File: src/sed_pkg.sv
package sed_pkg;

  // escape decoder phase, one-hot
  typedef enum logic [3:0] {
    PH_PLAIN = 4'b0001,
    PH_ESC   = 4'b0010,
    PH_HEX   = 4'b0100,
    PH_OCT   = 4'b1000
  } phase_t;

  // character codes
  localparam logic [7:0] CH_BSLASH = 8'h5c;
  localparam logic [7:0] CH_SQUOTE = 8'h27;
  localparam logic [7:0] CH_DQUOTE = 8'h22;
  localparam logic [7:0] CH_X      = 8'h78;
  localparam logic [7:0] CH_ZERO   = 8'h30;
  localparam logic [7:0] CH_A      = 8'h61;
  localparam logic [7:0] CH_B      = 8'h62;
  localparam logic [7:0] CH_E      = 8'h65;
  localparam logic [7:0] CH_F      = 8'h66;
  localparam logic [7:0] CH_N      = 8'h6e;
  localparam logic [7:0] CH_R      = 8'h72;
  localparam logic [7:0] CH_T      = 8'h74;
  localparam logic [7:0] CH_V      = 8'h76;

  // control bytes the letter escapes map to
  localparam logic [7:0] CTL_BEL = 8'h07;
  localparam logic [7:0] CTL_BS  = 8'h08;
  localparam logic [7:0] CTL_ESC = 8'h1b;
  localparam logic [7:0] CTL_FF  = 8'h0c;
  localparam logic [7:0] CTL_LF  = 8'h0a;
  localparam logic [7:0] CTL_CR  = 8'h0d;
  localparam logic [7:0] CTL_TAB = 8'h09;
  localparam logic [7:0] CTL_VT  = 8'h0b;

  // most decoded bytes one input word can produce
  localparam int unsigned MAX_RES = 3;

  typedef struct packed {
    phase_t     phase;
    logic [1:0] digit_count;
    logic [7:0] value_acc;
  } sed_state_t;

  typedef struct packed {
    sed_state_t       state;
    logic [1:0]       count;
    logic [2:0][7:0]  bytes;
  } sed_dec_t;

endpackage

File: src/sed_ifs.sv
// raw string byte channel
interface sed_in_if;
  logic       valid;
  logic       ready;
  logic [7:0] in_byte;
  logic       in_final;

  modport source (output valid, output in_byte, output in_final, input ready);
  modport sink   (input valid, input in_byte, input in_final, output ready);
endinterface

// decoded byte channel
interface sed_out_if;
  logic       valid;
  logic       ready;
  logic [7:0] out_byte;
  logic       run_end;
  logic       string_end;

  modport source (output valid, output out_byte, output run_end, output string_end,
                  input ready);
  modport sink   (input valid, input out_byte, input run_end, input string_end,
                  output ready);
endinterface

File: src/sed_decode.sv
module sed_decode (
  input  sed_pkg::sed_state_t state,
  input  logic [7:0]          in_byte,
  input  logic                in_final,
  output sed_pkg::sed_dec_t   dec
);

  logic [7:0] b;
  logic       fin;
  logic       hex_ok;
  logic [3:0] hex_d;
  logic       oct_ok;
  logic [7:0] hex_v;
  logic [7:0] oct_v;
  logic [1:0] oct_cnt;
  logic       do_plain;

  assign b   = in_byte;
  assign fin = in_final;

  // digit classification
  always_comb begin
    hex_ok = 1'b0;
    hex_d  = b[3:0];
    if (b inside {["0":"9"]}) begin
      hex_ok = 1'b1;
    end else if (b inside {["a":"f"], ["A":"F"]}) begin
      hex_ok = 1'b1;
      hex_d  = b[3:0] + 4'd9;
    end
  end

  assign oct_ok  = b inside {["0":"7"]};
  assign hex_v   = {state.value_acc[3:0], hex_d};
  assign oct_v   = {state.value_acc[4:0], b[2:0]};
  assign oct_cnt = state.digit_count + 2'd1;

  // one pass of the escape decoder
  always_comb begin
    dec.state.phase       = sed_pkg::PH_PLAIN;
    dec.state.digit_count = state.digit_count;
    dec.state.value_acc   = state.value_acc;
    dec.count             = 2'd0;
    dec.bytes             = '0;
    do_plain              = 1'b0;

    case (state.phase)
      sed_pkg::PH_ESC: begin
        case (b)
          sed_pkg::CH_A: begin dec.bytes[0] = sed_pkg::CTL_BEL; dec.count = 2'd1; end
          sed_pkg::CH_B: begin dec.bytes[0] = sed_pkg::CTL_BS;  dec.count = 2'd1; end
          sed_pkg::CH_E: begin dec.bytes[0] = sed_pkg::CTL_ESC; dec.count = 2'd1; end
          sed_pkg::CH_F: begin dec.bytes[0] = sed_pkg::CTL_FF;  dec.count = 2'd1; end
          sed_pkg::CH_N: begin dec.bytes[0] = sed_pkg::CTL_LF;  dec.count = 2'd1; end
          sed_pkg::CH_R: begin dec.bytes[0] = sed_pkg::CTL_CR;  dec.count = 2'd1; end
          sed_pkg::CH_T: begin dec.bytes[0] = sed_pkg::CTL_TAB; dec.count = 2'd1; end
          sed_pkg::CH_V: begin dec.bytes[0] = sed_pkg::CTL_VT;  dec.count = 2'd1; end
          sed_pkg::CH_BSLASH, sed_pkg::CH_SQUOTE, sed_pkg::CH_DQUOTE: begin
            dec.bytes[0] = b;
            dec.count    = 2'd1;
          end
          sed_pkg::CH_X, sed_pkg::CH_ZERO: begin
            if (fin) begin
              dec.bytes[0] = sed_pkg::CH_BSLASH;
              dec.bytes[1] = b;
              dec.count    = 2'd2;
            end else begin
              dec.state.phase = (b == sed_pkg::CH_X) ? sed_pkg::PH_HEX : sed_pkg::PH_OCT;
              dec.state.digit_count = 2'd0;
              dec.state.value_acc   = 8'd0;
            end
          end
          default: begin
            dec.bytes[0] = sed_pkg::CH_BSLASH;
            dec.bytes[1] = b;
            dec.count    = 2'd2;
          end
        endcase
      end
      sed_pkg::PH_HEX: begin
        if (hex_ok) begin
          if (state.digit_count == 2'd0 && !fin) begin
            dec.state.value_acc   = hex_v;
            dec.state.digit_count = 2'd1;
            dec.state.phase       = sed_pkg::PH_HEX;
          end else begin
            dec.bytes[0] = hex_v;
            dec.count    = 2'd1;
          end
        end else begin
          if (state.digit_count == 2'd0) begin
            dec.bytes[0] = sed_pkg::CH_BSLASH;
            dec.bytes[1] = sed_pkg::CH_X;
            dec.count    = 2'd2;
          end else begin
            dec.bytes[0] = state.value_acc;
            dec.count    = 2'd1;
          end
          do_plain = 1'b1;
        end
      end
      sed_pkg::PH_OCT: begin
        if (oct_ok) begin
          dec.state.value_acc   = oct_v;
          dec.state.digit_count = oct_cnt;
          if (oct_cnt == 2'd3 || fin) begin
            dec.bytes[0] = oct_v;
            dec.count    = 2'd1;
          end else begin
            dec.state.phase = sed_pkg::PH_OCT;
          end
        end else begin
          if (state.digit_count == 2'd0) begin
            dec.bytes[0] = sed_pkg::CH_BSLASH;
            dec.bytes[1] = sed_pkg::CH_ZERO;
            dec.count    = 2'd2;
          end else begin
            dec.bytes[0] = state.value_acc;
            dec.count    = 2'd1;
          end
          do_plain = 1'b1;
        end
      end
      default: begin
        do_plain = 1'b1;
      end
    endcase

    // plain text handling of the current byte, after any flushed escape
    if (do_plain) begin
      if (b == sed_pkg::CH_BSLASH && !fin) begin
        dec.state.phase = sed_pkg::PH_ESC;
      end else begin
        dec.bytes[dec.count] = b;
        dec.count            = dec.count + 2'd1;
      end
    end

    // leave numeric state clean outside an escape and at end of string
    if (dec.state.phase == sed_pkg::PH_PLAIN || fin) begin
      dec.state.phase       = sed_pkg::PH_PLAIN;
      dec.state.digit_count = 2'd0;
      dec.state.value_acc   = 8'd0;
    end
  end

endmodule

File: src/string_escape_decoder.sv
// channel  modport  payload                             role
// in_s     sink     in_byte[7:0], in_final              raw string body bytes
// out_s    source   out_byte[7:0], run_end, string_end  decoded bytes
//
// each input word is decoded combinationally into 0 to 3 bytes held in a result buffer
// the buffer drains one byte per cycle while out_s is ready
// a new word is taken in the cycle the last buffered byte leaves, or when it is empty
// rst_n is synchronous, active low; it clears the escape state and empties the buffer
// a stalled out_s holds its byte and holds off in_s once the buffer is not draining
module string_escape_decoder (
  input logic      clk,
  input logic      rst_n,
  sed_in_if.sink   in_s,
  sed_out_if.source out_s
);

  sed_pkg::sed_state_t st_r;
  sed_pkg::sed_dec_t   dec;
  logic [2:0][7:0]     buf_r;
  logic [1:0]          n_r;
  logic [1:0]          rd_r;
  logic                fin_r;
  logic                in_acc;
  logic                out_acc;

  // combinational decode of the offered word
  sed_decode u_decode (
    .state    (st_r),
    .in_byte  (in_s.in_byte),
    .in_final (in_s.in_final),
    .dec      (dec)
  );

  // handshakes
  assign out_acc    = out_s.valid && out_s.ready;
  assign in_s.ready = (n_r == 2'd0) || (n_r == 2'd1 && out_s.ready);
  assign in_acc     = in_s.valid && in_s.ready;

  // escape state
  always_ff @(posedge clk) begin
    if (!rst_n) begin
      st_r.phase       <= sed_pkg::PH_PLAIN;
      st_r.digit_count <= 2'd0;
      st_r.value_acc   <= 8'd0;
    end else if (in_acc) begin
      st_r <= dec.state;
    end
  end

  // result buffer control
  always_ff @(posedge clk) begin
    if (!rst_n) begin
      n_r  <= 2'd0;
      rd_r <= 2'd0;
    end else if (in_acc) begin
      n_r  <= dec.count;
      rd_r <= 2'd0;
    end else if (out_acc) begin
      n_r  <= n_r - 2'd1;
      rd_r <= rd_r + 2'd1;
    end
  end

  // result buffer payload
  always_ff @(posedge clk) begin
    if (in_acc) begin
      buf_r <= dec.bytes;
      fin_r <= in_s.in_final;
    end
  end

  // output word
  assign out_s.valid      = (n_r != 2'd0);
  assign out_s.out_byte   = buf_r[rd_r];
  assign out_s.run_end    = (n_r == 2'd1);
  assign out_s.string_end = (n_r == 2'd1) && fin_r;

  // checks
  a_buf_bound: assert property (@(posedge clk) disable iff (!rst_n)
    out_s.valid |-> ({1'b0, rd_r} + {1'b0, n_r}) <= 3'(sed_pkg::MAX_RES))
    else $error("result buffer read past its fill");

  a_no_result: assert property (@(posedge clk) disable iff (!rst_n)
    (in_acc && dec.count == 2'd0) |=> !out_s.valid)
    else $error("word with no result left a byte pending");

  a_run_done: assert property (@(posedge clk) disable iff (!rst_n)
    (out_acc && out_s.run_end && !in_acc) |=> !out_s.valid)
    else $error("byte pending after the last byte of a run");

  a_str_reset: assert property (@(posedge clk) disable iff (!rst_n)
    (out_acc && out_s.string_end) |-> (st_r.phase == sed_pkg::PH_PLAIN &&
                                       st_r.digit_count == 2'd0))
    else $error("escape state not cleared at end of string");

endmodule

File: src/flat_wrapper.sv
// flat-port wrapper written by rule: the top's interface ports become plain ports
module string_escape_decoder_flat 
  (clk, rst_n, in_s_valid, in_s_in_byte, in_s_in_final, in_s_ready, out_s_valid, out_s_out_byte, out_s_run_end, out_s_string_end, out_s_ready);
  sed_in_if in_s_i ();
  sed_out_if out_s_i ();
  input logic clk;
  input logic rst_n;
  input wire logic [$bits(in_s_i.valid)-1:0] in_s_valid;
  input wire logic [$bits(in_s_i.in_byte)-1:0] in_s_in_byte;
  input wire logic [$bits(in_s_i.in_final)-1:0] in_s_in_final;
  output wire logic [$bits(in_s_i.ready)-1:0] in_s_ready;
  output wire logic [$bits(out_s_i.valid)-1:0] out_s_valid;
  output wire logic [$bits(out_s_i.out_byte)-1:0] out_s_out_byte;
  output wire logic [$bits(out_s_i.run_end)-1:0] out_s_run_end;
  output wire logic [$bits(out_s_i.string_end)-1:0] out_s_string_end;
  input wire logic [$bits(out_s_i.ready)-1:0] out_s_ready;
  assign in_s_i.valid = in_s_valid;
  assign in_s_i.in_byte = in_s_in_byte;
  assign in_s_i.in_final = in_s_in_final;
  assign in_s_ready = in_s_i.ready;
  assign out_s_valid = out_s_i.valid;
  assign out_s_out_byte = out_s_i.out_byte;
  assign out_s_run_end = out_s_i.run_end;
  assign out_s_string_end = out_s_i.string_end;
  assign out_s_i.ready = out_s_ready;
  string_escape_decoder u_core (.clk(clk), .rst_n(rst_n), .in_s(in_s_i), .out_s(out_s_i));
endmodule
File: config.mk
export PLATFORM = sky130hd
export DESIGN_NAME = string_escape_decoder_flat
export DESIGN_NICKNAME = d
export VERILOG_FILES = /design/src/sed_pkg.sv /design/src/sed_ifs.sv /design/src/sed_decode.sv /design/src/string_escape_decoder.sv /design/src/flat_wrapper.sv
export SDC_FILE = /design/constraint.sdc
export NUM_CORES = 1
export LEC_CHECK = 0
export ABC_AREA = 1
export BUFFER_PORTS_ARGS = -buffer_cell sky130_fd_sc_hd__buf_2
export CAP_MARGIN = 20
export CORE_ASPECT_RATIO = 2
export CORE_MARGIN = 2
export CORE_UTILIZATION = 30
export CTS_CLUSTER_SIZE = 30
export DETAILED_ROUTE_END_ITERATION = 8
export SLEW_MARGIN = 5
export SYNTH_ARGS = -nofsm -noshare
export SYNTH_HDL_FRONTEND = slang
export SYNTH_SLANG_ARGS = --single-unit
File: constraint.sdc
create_clock -name clk -period 2.54 [get_ports clk]
set_clock_uncertainty 0.2 [all_clocks]
set_input_delay 0.254 -clock clk [delete_from_list [all_inputs] [get_ports clk]]
set_output_delay 0.254 -clock clk [all_outputs]
set_load 0.01 [all_outputs]
# [Word-level counts from Yosys, hierarchy flattened]
# Cells that the tools add are included.
# W data, S select, Z words.
[word_totals] regBits=43 in_bits=13 output_inout_bits=12 word_cells=124
[op_classes] n_addsub=5 magnitude_cmp=10 eq_ne=24 mux=47 bitwise_logic=2 reduce_logical=27
[op_table] op="$pmux W16 S3" count=2
[op_table] op="$eq A8 B7 Y1 const B" count=10
[op_table] op="$pmux W8 S10" count=1
[op_table] op="$mux W8" count=9
[op_table] op="$mux W14" count=5
[op_table] op="$mux W26" count=2
[op_table] op="$bwmux W24" count=1
[op_table] op="$eq A8 B6 Y1 const B" count=3
[op_table] op="$mux W4" count=6
[op_table] op="$bmux W8 S2" count=1
[op_table] op="$demux W8 S2" count=1
[op_table] op="$ge A8 B7 Y1 const B" count=2
[op_table] op="$le A8 B6 Y1 const B" count=2
[op_table] op="$le A8 B7 Y1 const B" count=2
[op_table] op="$mux W16" count=1
[op_table] op="$pmux W8 S2" count=1
[op_table] op="$ne A3 B3 Y1 const B" count=5
[op_table] op="$mux W13" count=1
[op_table] op="$mux W2" count=6
[op_table] op="$logic_and A1 B1 Y1" count=11
[op_table] op="$reduce_or A11 Y1" count=1
[op_table] op="$ge A8 B6 Y1 const B" count=1
[op_table] op="$mux W7" count=1
[op_table] op="$reduce_and A7 Y1" count=1
[op_table] op="other kinds (23)" count=39

# [Longest topological paths before layout]
# Gate-level depths: netlist of the first run.
[logic_depth] ltp_word=16 ltp_mapped=20 depth_no_buf=19

# [By module]
# From an unflattened synthesis of the first run, not the netlist that was laid out.
[unflattened] cells_unflattened=573 area_unflattened_um2=3778.6
[modules_own_cells] mod="sed_decode" instances=1 cells_each=411 area_each_um2=2068.2
[modules_own_cells] mod="string_escape_decoder" instances=1 cells_each=162 area_each_um2=1710.4

# [Least setup slack after synthesis of the first run]
# No wires, ideal clock.
[synth_timing] path_type="in2reg" start="in in_s_in_byte[0]" end="reg u_core.buf_r[4] (netlist name) (data pin)" arrival_ns=2.228 t_required_ns=2.085 slack_ns=-0.143 cell_stages=20 n_path_buf=1 path_cell_list="inv_1 -> ha_1 -> inv_1 -> nor3_1 -> nand2_1 -> nand2_1 -> inv_1 -> nand3_1 -> nor2_1 -> nand2_2 -> nand2_1 -> inv_1 -> ha_1 -> o21ai_0 -> inv_1 -> nand2_2 -> buf_6 -> nand4_1 -> o21ai_0 -> inv_1"
[synth_rtl] item="from (decl)" line_no="flat_wrapper.sv:9" source="input wire logic [$bits(in_s_i.in_byte)-1:0] in_s_in_byte;"
[synth_rtl] item="to (signal assigned)" line_no="string_escape_decoder.sv:67" source="buf_r <= dec.bytes;"
[synth_rtl] item="to (decl)" line_no="string_escape_decoder.sv:19" source="logic [2:0][7:0] buf_r;"

==> results of run 1 <==
## critical path, cell delays in order
cell        delay [ns]
buf_4             0.11
clkinvlp_4        0.14
ha_4              0.20
nor2_1            0.09
nor2_1            0.05
nand2_1           0.08
nand2_1           0.07
nor2_2            0.14
nand3_4           0.13
nor2_4            0.10
nand2_2           0.06
nand2_2           0.09
inv_2             0.04
ha_2              0.16
o21ai_2           0.07
inv_2             0.08
nand2_4           0.10
o211ai_1          0.14
nor2_1            0.12
nor2_1            0.05
## flip-flops by register name, indices dropped and copies added, names as in the netlist
register	flops
u_core.buf_r	24
u_core.st_r	14
u_core.n_r	2
u_core.rd_r	2
u_core.fin_r	1
## cells in the final DEF (no fill, tap or decap), drive strengths merged, types with 2 or more instances in the layout
master,instances
clkbuf,6
nor3,12
o21ai,53
bufinv,2
nand2,110
ha,11
nor2,86
buf,113
nand3,40
nand4,6
o22ai,2
o31ai,11
xnor2,2
o21a,2
edfxtp,25
a21oi,26
inv,64
dfxtp,18
o211ai,5
## routing by layer
layer | vias up | wire [um] | GRT usage [%]
met2 | 79 | 6513 | 37.77
met4 | 0 | 765 | 13.70
met5 | - | 0 | 0
met3 | 39 | 274 | 2.774
li1 | 1847 | - | -
met1 | 1710 | 3833 | 17.46
## how the worst max path moves through the flow
stage	cells after the start	endpoint
finish	20	u_core.buf_r[5]$_DFFE_PP_
detailed placement	18	u_core.buf_r[3]$_DFFE_PP_
global placement	18	u_core.buf_r[5]$_DFFE_PP_
CTS	20	u_core.buf_r[5]$_DFFE_PP_
floorplan	20	u_core.buf_r[4]$_DFFE_PP_
global route	19	u_core.buf_r[6]$_DFFE_PP_
## cell type report
class	count	share of cell area (%)
multi-input cells	371	44.35
inverters	66	5.500
clock inverters	2	1.300
clock buffers	6	2.791
well taps	140	3.793
flip-flops and latches	43	24.06
repair buffers	113	18.21
## repair_timing
item,in CTS,in global routing
pin swaps,2,17
setup buffers,0,2
gates cloned,0,1
resized for setup,2,29
hold buffers,0,0
setup endpoints to repair,4,17
## cells by family (layout without fill, tap and decap cells)
kind of cell / count (synthesis) / in the layout / synth area share, %
AOI/OAI and AO/OA: 102 / 102 / 17.46
xor gates and xnor gates: 2 / 2 / 0.5237
adders and majority gates: 11 / 11 / 4.114
buffers and inverters: 81 / 187 / 10.13
DFF: 43 / 43 / 33.21
and+or+nand+nor: 255 / 256 / 34.56
## where the power goes
group	switching, W	internal [W]
registers	0.0000886	0.000944
logic	0.000616	0.000361
clock network	0.000276	0.000564
total	0.000981	0.00187
## metrics by stage
stage	setup WS, ns	total power, W	util (%)	instance area (sq um)
global placement	-0.3097	0.001996	39.65	4313
finish	0.1148	0.002849	42.45	4618
global route	-0.01665	0.003036	42.45	4618
CTS	0.01527	0.002866	41.48	4512
detailed placement	-0.3710	0.002017	39.65	4313
floorplan	0.002588	0.001640	-	3407
==> results.json, run 1 <==
{
  "slew_headroom_pct": 59.31,
  "cts.sinks": 43,
  "core_area_sq_mm": 0.01088,
  "areaGrowthSynthToFinish_pct": 38.03,
  "grt_pass1_vias": 3752,
  "r2r_end": "u_core.buf_r[5]$_DFFE_PP_",
  "dp.cells": 730,
  "whs_ns": 0.1121,
  "status": "complete, no violations",
  "die-area_sq_mm": 0.01206,
  "worstMarginPinSlew_ns": 0.6096,
  "yosys_warnings": 0,
  "cellPowerDensity_mw_per_mm2": 617.0,
  "endpoint_kind": "register",
  "setup_viol": 0,
  "synth_top_cell_by_area": "edfxtp_1",
  "netlist_top_cells_area": "edfxtp_1 22%, dfxtp_1 11%, nand2_1 11%, nor2_1 9.0%, o21ai_0 7.5%",
  "drcViolationCount": 0,
  "seqCellArea_sq_mm": 0.001111,
  "antenna_found_initial": 0,
  "grt-ovfl-total": 0,
  "insertion_delay_ns": 0.29,
  "synth_async_sr_flop_share_pct": 0,
  "worst_r2r_path_depth": 15,
  "dp_hpwl_mm": 9.417,
  "drt-total-wl_mm": 11.39,
  "path_max_fanout": 5,
  "yosysSeqAreaShare_pct": 33.21,
  "synth_edf_count": 25,
  "hold_viol_final": 0,
  "hp-start": "in_s_in_final",
  "post-route-period-util_pct": 95.48,
  "rr_startpoint": "u_core.st_r[10]$_SDFFE_PN1P_",
  "worst-endpoint-required_ns": 2.39,
  "r2r_slack_ns": 0.19,
  "p_leak_nw": 2.110,
  "yosys.area.top_type_share_pct": 22.44,
  "cts_tree": "built",
  "clk_pin_slew_worst_paths_ns": 0.07,
  "synth_nets": 518,
  "syn_area_sq_mm": 0.003346,
  "whs_path_depth": 1,
  "rsz0062_at_grt": "yes",
  "cap_viol_max_count": 0,
  "crit_start": "in_s_in_byte[0]",
  "io_pins": 25,
  "gp_congestion": 0.9717,
  "grt_use_total_pct": 19.45,
  "numCtsBuffers": 5,
  "fin_crit_ns": 2.425,
  "io_buffers": 24,
  "worst_hold_path_type": "in -> reg",
  "cts_buffer_depth": 2,
  "ys_seq_elements": 43,
  "synthCells": 494,
  "final_cells": 741,
  "multi_input_area_sq_mm": 0.002048,
  "vias": 3675,
  "routed_via_density": 4.960,
  "core.rowCount": 54,
  "synth_common_cells": "95 x nand2_1, 80 x nor2_1, 52 x inv_1",
  "wire_per_inst_um": 15.37,
  "crit_type": "in -> reg",
  "synth.avg_cell_area_sq_um": 6.773,
  "irDropWorstVdd_mv": 0.3543,
  "nNetsFinal": 624,
  "grt_start_max_net_pins": 28,
  "yosysMostFrequentCell": "nand2_1",
  "fin_tns_setup_ns": 0,
  "fmax_mhz": 412.3,
  "synth_cell_types": 37,
  "n_fill_cell": 1162,
  "slew_viol_final": 0,
  "clock-root-buffer": "clkbuf_16",
  "start_util_pct": 30.76,
  "drive_gt1_share_pct": 33.44,
  "drt-pass1-iter-count": 4,
  "drtIter0Drc": 175,
  "synth_ff_type": "edfxtp_1",
  "critPathArrivalTime_ns": 2.27,
  "insertedDiodeCount": 0,
  "htree_num_levels": 2,
  "antenna_left": 0,
  "worstSetupStartpointType": "primary input",
  "holdPathEnd": "u_core.fin_r$_DFFE_PP_",
  "grt_pass1_wl_mm": 17.99,
  "die_w_um": 78.68,
  "die_h_um": 153.3
}
Note: power is estimated with default switching activity, not from simulation.
==> run 2, diff against run 1 <==
CELL_PAD_IN_SITES_DETAIL_PLACEMENT = 0   (was unset)
CELL_PAD_IN_SITES_GLOBAL_PLACEMENT = 2   (was unset)
PLACE_DENSITY_LB_ADDON = 0.1   (was unset)
TNS_END_PERCENT = 10   (was unset)
clock period = 2.1 ns   (was 2.54 ns; I/O delays follow)
==> results.json, run 2 (synthesis results as in run 1) <==
{
  "status": "finished with violations",
  "failed_checks": "negative setup slack",
  "crit_type": "in -> reg",
  "largest_register": "u_core.buf_r",
  "die_h_um": 153.3,
  "io_pins": 25,
  "grt_pass1_wl_mm": 19.13,
  "clock-root-buffer": "clkbuf_16",
  "grt_pass1_vias": 3885,
  "grt_use_total_pct": 20.82,
  "post-route-util_pct": 44.85,
  "cts.sinks": 43,
  "cts_tree": "built",
  "grt_start_max_net_pins": 29,
  "core.rowCount": 54,
  "drcViolationCount": 0,
  "whs_ns": 0.1033,
  "antenna_left": 0,
  "cts_buffer_depth": 2,
  "multi_input_area_sq_mm": 0.002141,
  "worst_hold_path_type": "in -> reg",
  "cellPowerDensity_mw_per_mm2": 703.8,
  "antenna_found_initial": 0,
  "fmax_mhz": 436.1,
  "dp_slack_ns": -0.8277,
  "insertion_delay_ns": 0.29,
  "vias": 3718,
  "endpoint_kind": "register",
  "slew_viol_final": 0,
  "nNetsFinal": 649,
  "seqCellArea_sq_mm": 0.001114,
  "cap_viol_max_count": 0,
  "core_area_sq_mm": 0.01088,
  "setup_viol": 24,
  "post-route-period-util_pct": 109.2,
  "rsz0062_at_grt": "yes",
  "worst-endpoint-required_ns": 1.95,
  "die-area_sq_mm": 0.01206,
  "htree_num_levels": 2,
  "critPathArrivalTime_ns": 2.14,
  "seqPwrFrac_pct": 36.2,
  "io_buffers": 24,
  "drtIter0Drc": 155,
  "n_fill_cell": 1167,
  "die_w_um": 78.68,
  "worstMarginPinSlew_ns": 0.6475,
  "final_common_cell": "buf_4",
  "fin_tns_setup_ns": -3.010,
  "worstSetupStartpointType": "primary input",
  "grt-ovfl-total": 0,
  "drt-total-wl_mm": 12.00,
  "cts.hold.buffers_added": 0,
  "path_max_fanout": 8,
  "p_clk_share_pct": 26.6,
  "fin_crit_ns": 2.293,
  "p_leak_nw": 2.219,
  "areaGrowthSynthToFinish_pct": 45.81,
  "hold_viol_final": 0,
  "largestRegisters": "u_core.buf_r x24, u_core.st_r x14",
  "dp_hpwl_mm": 10.05,
  "swShare_pct": 36.06,
  "p_switching_w": 0.001238,
  "numCtsBuffers": 5,
  "irDropWorstVdd_mv": 0.3891,
  "drt-pass1-iter-count": 4,
  "insertedDiodeCount": 0,
  "drive_gt1_share_pct": 40.58,
  "internal_power_w": 0.002196,
  "clk_pin_slew_worst_paths_ns": 0.07,
  "routed_via_density": 4.854,
  "largest_reg_flops": 24,
  "slew_headroom_pct": 56.77,
  "start_util_pct": 30.76,
  "wire_per_inst_um": 15.66,
  "mostFrequentLayoutCells": "114 x buf_4, 78 x nand2_1, 68 x nor2_1",
  "gp_congestion": 0.8977,
  "p_comb_share_pct": 37.2,
  "worst_slack_ns": -0.1930
}
## run 2: changes by cell type in the layout (fill, tap and decap cells not counted), sizes merged
cell    change
buf        +26
bufinv      -1
clkbuf      -1
clkinv      +2
nand2       -1
## run 2: path summary, 6_finish.rpt
path	from	to	slack, ns	depth (start not counted)
min	in_s_valid	u_core.st_r[11]$_SDFFE_PN0P_	0.10	4
min reg2reg	u_core.st_r[8]$_SDFFE_PN0P_	u_core.st_r[8]$_SDFFE_PN0P_	0.32	2
max reg2reg	u_core.st_r[8]$_SDFFE_PN0P_	u_core.buf_r[4]$_DFFE_PP_	-0.17	16
max	in_s_in_byte[0]	u_core.buf_r[5]$_DFFE_PP_	-0.19	20
## run 2: metal layers
layer / share of wire [%] / GRT usage [%] / vias up
met1: 35 / 19.69 / 1730
li1: - / - / 1902
met2: 59 / 42.41 / 57
met4: 4.2 / 9.440 / 0
met3: 2.1 / 2.184 / 29
met5: 0 / 0 / -
## run 2: metrics by stage
step | std cells | area [sq um] | total power (W)
5_1_grt | 766 | 4878 | 0.003663
3_5_place_dp | 748 | 4436 | 0.002492
2_1_floorplan | 494 | 3420 | 0.001983
6_report | 766 | 4878 | 0.003434
4_1_cts | 765 | 4776 | 0.003448
3_3_place_gp | 748 | 4436 | 0.002482
## run 2: power by group through the flow
| stage | combinational (W) | clock (W) | sequential, W |
|---|---|---|---|
| after global placement | 0.00123 | 0 | 0.00125 |
| after floorplan | 0.000766 | 0 | 0.00122 |
| after CTS | 0.00127 | 0.000939 | 0.00124 |
| after global routing | 0.00144 | 0.000960 | 0.00126 |
| final | 0.00128 | 0.000913 | 0.00124 |
| after detailed placement | 0.00124 | 0 | 0.00125 |
## run 2: critical path, cell delays in order
cell and delay (ns):
buf_8 0.08, clkinvlp_4 0.13, ha_4 0.20, nor2_2 0.09
nor2_1 0.05, nand2_1 0.08, nand2_1 0.07, nor2_2 0.13
nand3_4 0.12, nor2_4 0.12, nand2_2 0.06, nand2_2 0.07
inv_2 0.05, ha_4 0.15, o21ai_4 0.06, inv_2 0.07
nand2_4 0.10, o211ai_1 0.11, nor2_1 0.12, nor2_1 0.06
## run 2: layout make-up
class                   count  share of cell area (%)
clock buffers               5                   2.565
clock inverters             3                  0.8977
well taps                 140                   3.591
repair buffers            139                   20.93
multi-input cells         370                   43.88
inverters                  66                   5.309
flip-flops and latches     43                   22.83
## run 2: timing repair
item                       in CTS  in global routing
gates resized for setup        41                 32
pin swaps                      20                 17
setup buffers                   9                  1
setup endpoints to repair      35                 37
==> run 3, diff against run 2 <==
CELL_PAD_IN_SITES_DETAIL_PLACEMENT = unset   (was 0)
CELL_PAD_IN_SITES_GLOBAL_PLACEMENT = unset   (was 2)
PLACE_DENSITY_LB_ADDON = unset   (was 0.1)
==> results.json, run 3 (synthesis results as in run 1) <==
{
  "slew_headroom_pct": 59.61,
  "endpoint_kind": "register",
  "gp_congestion": 0.9547,
  "fmax_mhz": 433.2,
  "grt_pass1_wl_mm": 18.53,
  "core_area_sq_mm": 0.01088,
  "cts_buffer_depth": 2,
  "core.rowCount": 54,
  "seqCellArea_sq_mm": 0.001111,
  "antenna_found_initial": 0,
  "setup_viol": 24,
  "fin_crit_ns": 2.308,
  "die_h_um": 153.3,
  "multi_input_area_sq_mm": 0.002136,
  "io_pins": 25,
  "largest_register": "u_core.buf_r",
  "clock-root-buffer": "clkbuf_16",
  "cpPeakStageDelay_ns": 0.22,
  "irDropWorstVdd_mv": 0.4916,
  "worst-endpoint-required_ns": 1.94,
  "dp_hpwl_mm": 9.253,
  "failed_checks": "negative setup slack",
  "drt-pass1-iter-count": 5,
  "worst_slack_ns": -0.2085,
  "worstMarginPinSlew_ns": 0.6050,
  "status": "finished with violations",
  "critPathArrivalTime_ns": 2.15,
  "p_leak_nw": 2.228,
  "crit_chain": "buf_8 > buf_12 > ha_1 > nand3_2 > nand2_1 > nand2_2 > nand2_1 > inv_2 > nand3_4 > nor2_4 > nand2_2 > nand2_2 > inv_2 > ha_4 > o21ai_2 > inv_2 > nand2_4 > o211ai_1 > nor2_1 > nor2_1",
  "numCtsBuffers": 5,
  "largestRegisters": "u_core.buf_r x24, u_core.st_r x14",
  "grt_use_total_pct": 19.78,
  "worstSetupStartpointType": "primary input",
  "drtIter0Drc": 158,
  "whs_path_depth": 1,
  "grt-ovfl-total": 0,
  "insertedDiodeCount": 0,
  "wire_per_inst_um": 14.94,
  "drt-total-wl_mm": 11.46,
  "io_buffers": 24,
  "whs_ns": 0.04911,
  "mostFrequentLayoutCells": "112 x buf_4, 79 x nand2_1, 70 x nor2_1",
  "dp_slack_ns": -0.8177,
  "die_w_um": 78.68,
  "grt_start_max_net_pins": 27,
  "cellPowerDensity_mw_per_mm2": 713.9,
  "cap_viol_max_count": 0,
  "htree_num_levels": 2,
  "path_max_fanout": 8,
  "largest_reg_flops": 24,
  "post-route-period-util_pct": 109.9,
  "worst_hold_path_type": "in -> reg",
  "areaGrowthSynthToFinish_pct": 47.08,
  "clk_pin_slew_worst_paths_ns": 0.06,
  "cts_tree": "built",
  "dpl_cell_area_sq_mm": 0.004380,
  "hold_viol_final": 0,
  "start_util_pct": 30.76,
  "cp.depth": 20,
  "rsz0062_at_grt": "yes",
  "n_fill_cell": 1107,
  "design_area_sq_mm": 0.004921,
  "drcViolationCount": 0,
  "cts.sinks": 43,
  "crit_family": "simple AND/OR/NAND/NOR gates",
  "die-area_sq_mm": 0.01206,
  "cp.buffers_inverters": 5,
  "nNetsFinal": 650,
  "drive_gt1_share_pct": 39.23,
  "crit_type": "in -> reg",
  "critPathSlowestCell": "ha_1",
  "insertion_delay_ns": 0.29,
  "grt_pass1_vias": 3878,
  "routed_via_density": 4.944,
  "slew_viol_final": 0,
  "final_common_cell": "buf_4",
  "vias": 3792,
  "antenna_left": 0,
  "worst_r2r_path_depth": 15
}
==> run 3: power breakdown <==
group	switching (W)	internal, W	total, W
logic	0.000787	0.000490	0.00128
registers	0.0000937	0.00114	0.00123
clock network	0.000321	0.000682	0.00100
total	0.00120	0.00231	0.00351
==> run 3: final cells by class <==
type,instances,share of cell area (%)
repair buffers,140,21.31
multi-input cells,370,43.40
clock buffers,6,2.619
flip-flops and latches,43,22.58
inverters,66,5.314
well taps,140,3.560
clock inverters,2,1.220
==> run 3: path summary, 6_finish.rpt <==
check                           slack [ns]                          end                    startpoint
worst min register to register        0.34  u_core.st_r[7]$_SDFFE_PN0P_   u_core.st_r[7]$_SDFFE_PN0P_
worst max-delay path                 -0.21    u_core.buf_r[5]$_DFFE_PP_               in_s_in_byte[0]
worst max register to register       -0.16    u_core.buf_r[5]$_DFFE_PP_  u_core.st_r[10]$_SDFFE_PN1P_
worst min-delay path                  0.05       u_core.fin_r$_DFFE_PP_                 in_s_in_final
==> run 3: repair_timing <==
action | 4_1_cts | 5_1_grt
endpoints found under the setup margin | 32 | 34
pin swaps | 21 | 9
hold buffers | 0 | 0
setup buffers | 17 | 3
endpoints found under the hold margin | 0 | 0
resized for setup | 50 | 21
==> run 3: per-stage QoR <==
stage / util [%] / instances / total power [W] / TNS, ns
2_1_floorplan: - / 494 / 0.001983 / -4.912
3_3_place_gp: 40.27 / 739 / 0.002451 / -17.76
3_5_place_dp: 40.27 / 739 / 0.002475 / -19.72
4_1_cts: 44.38 / 764 / 0.003521 / -2.256
5_1_grt: 45.24 / 767 / 0.003737 / -6.330
6_report: 45.24 / 767 / 0.003513 / -2.673
==> run 3: worst reg2reg max path, stage by stage (launching register included) <==
cell and delay [ns]:
dfxtp_1 0.32, nor2_2 0.16, nand3_2 0.11, inv_2 0.12
nand4_4 0.12, nand2_2 0.08, nand2_1 0.07, nand2_2 0.08
inv_2 0.05, ha_4 0.15, o21ai_2 0.06, inv_2 0.07
nand2_4 0.10, o211ai_1 0.11, nor2_1 0.13, nor2_1 0.08
==> run 3: per-layer routing <==
layer	up-vias	GRT usage [%]	share of wire, %
met4	0	15.96	8.2
li1	1901	-	-
met2	80	37.93	56
met3	47	2.302	2.3
met5	-	0	0
met1	1764	17.61	33
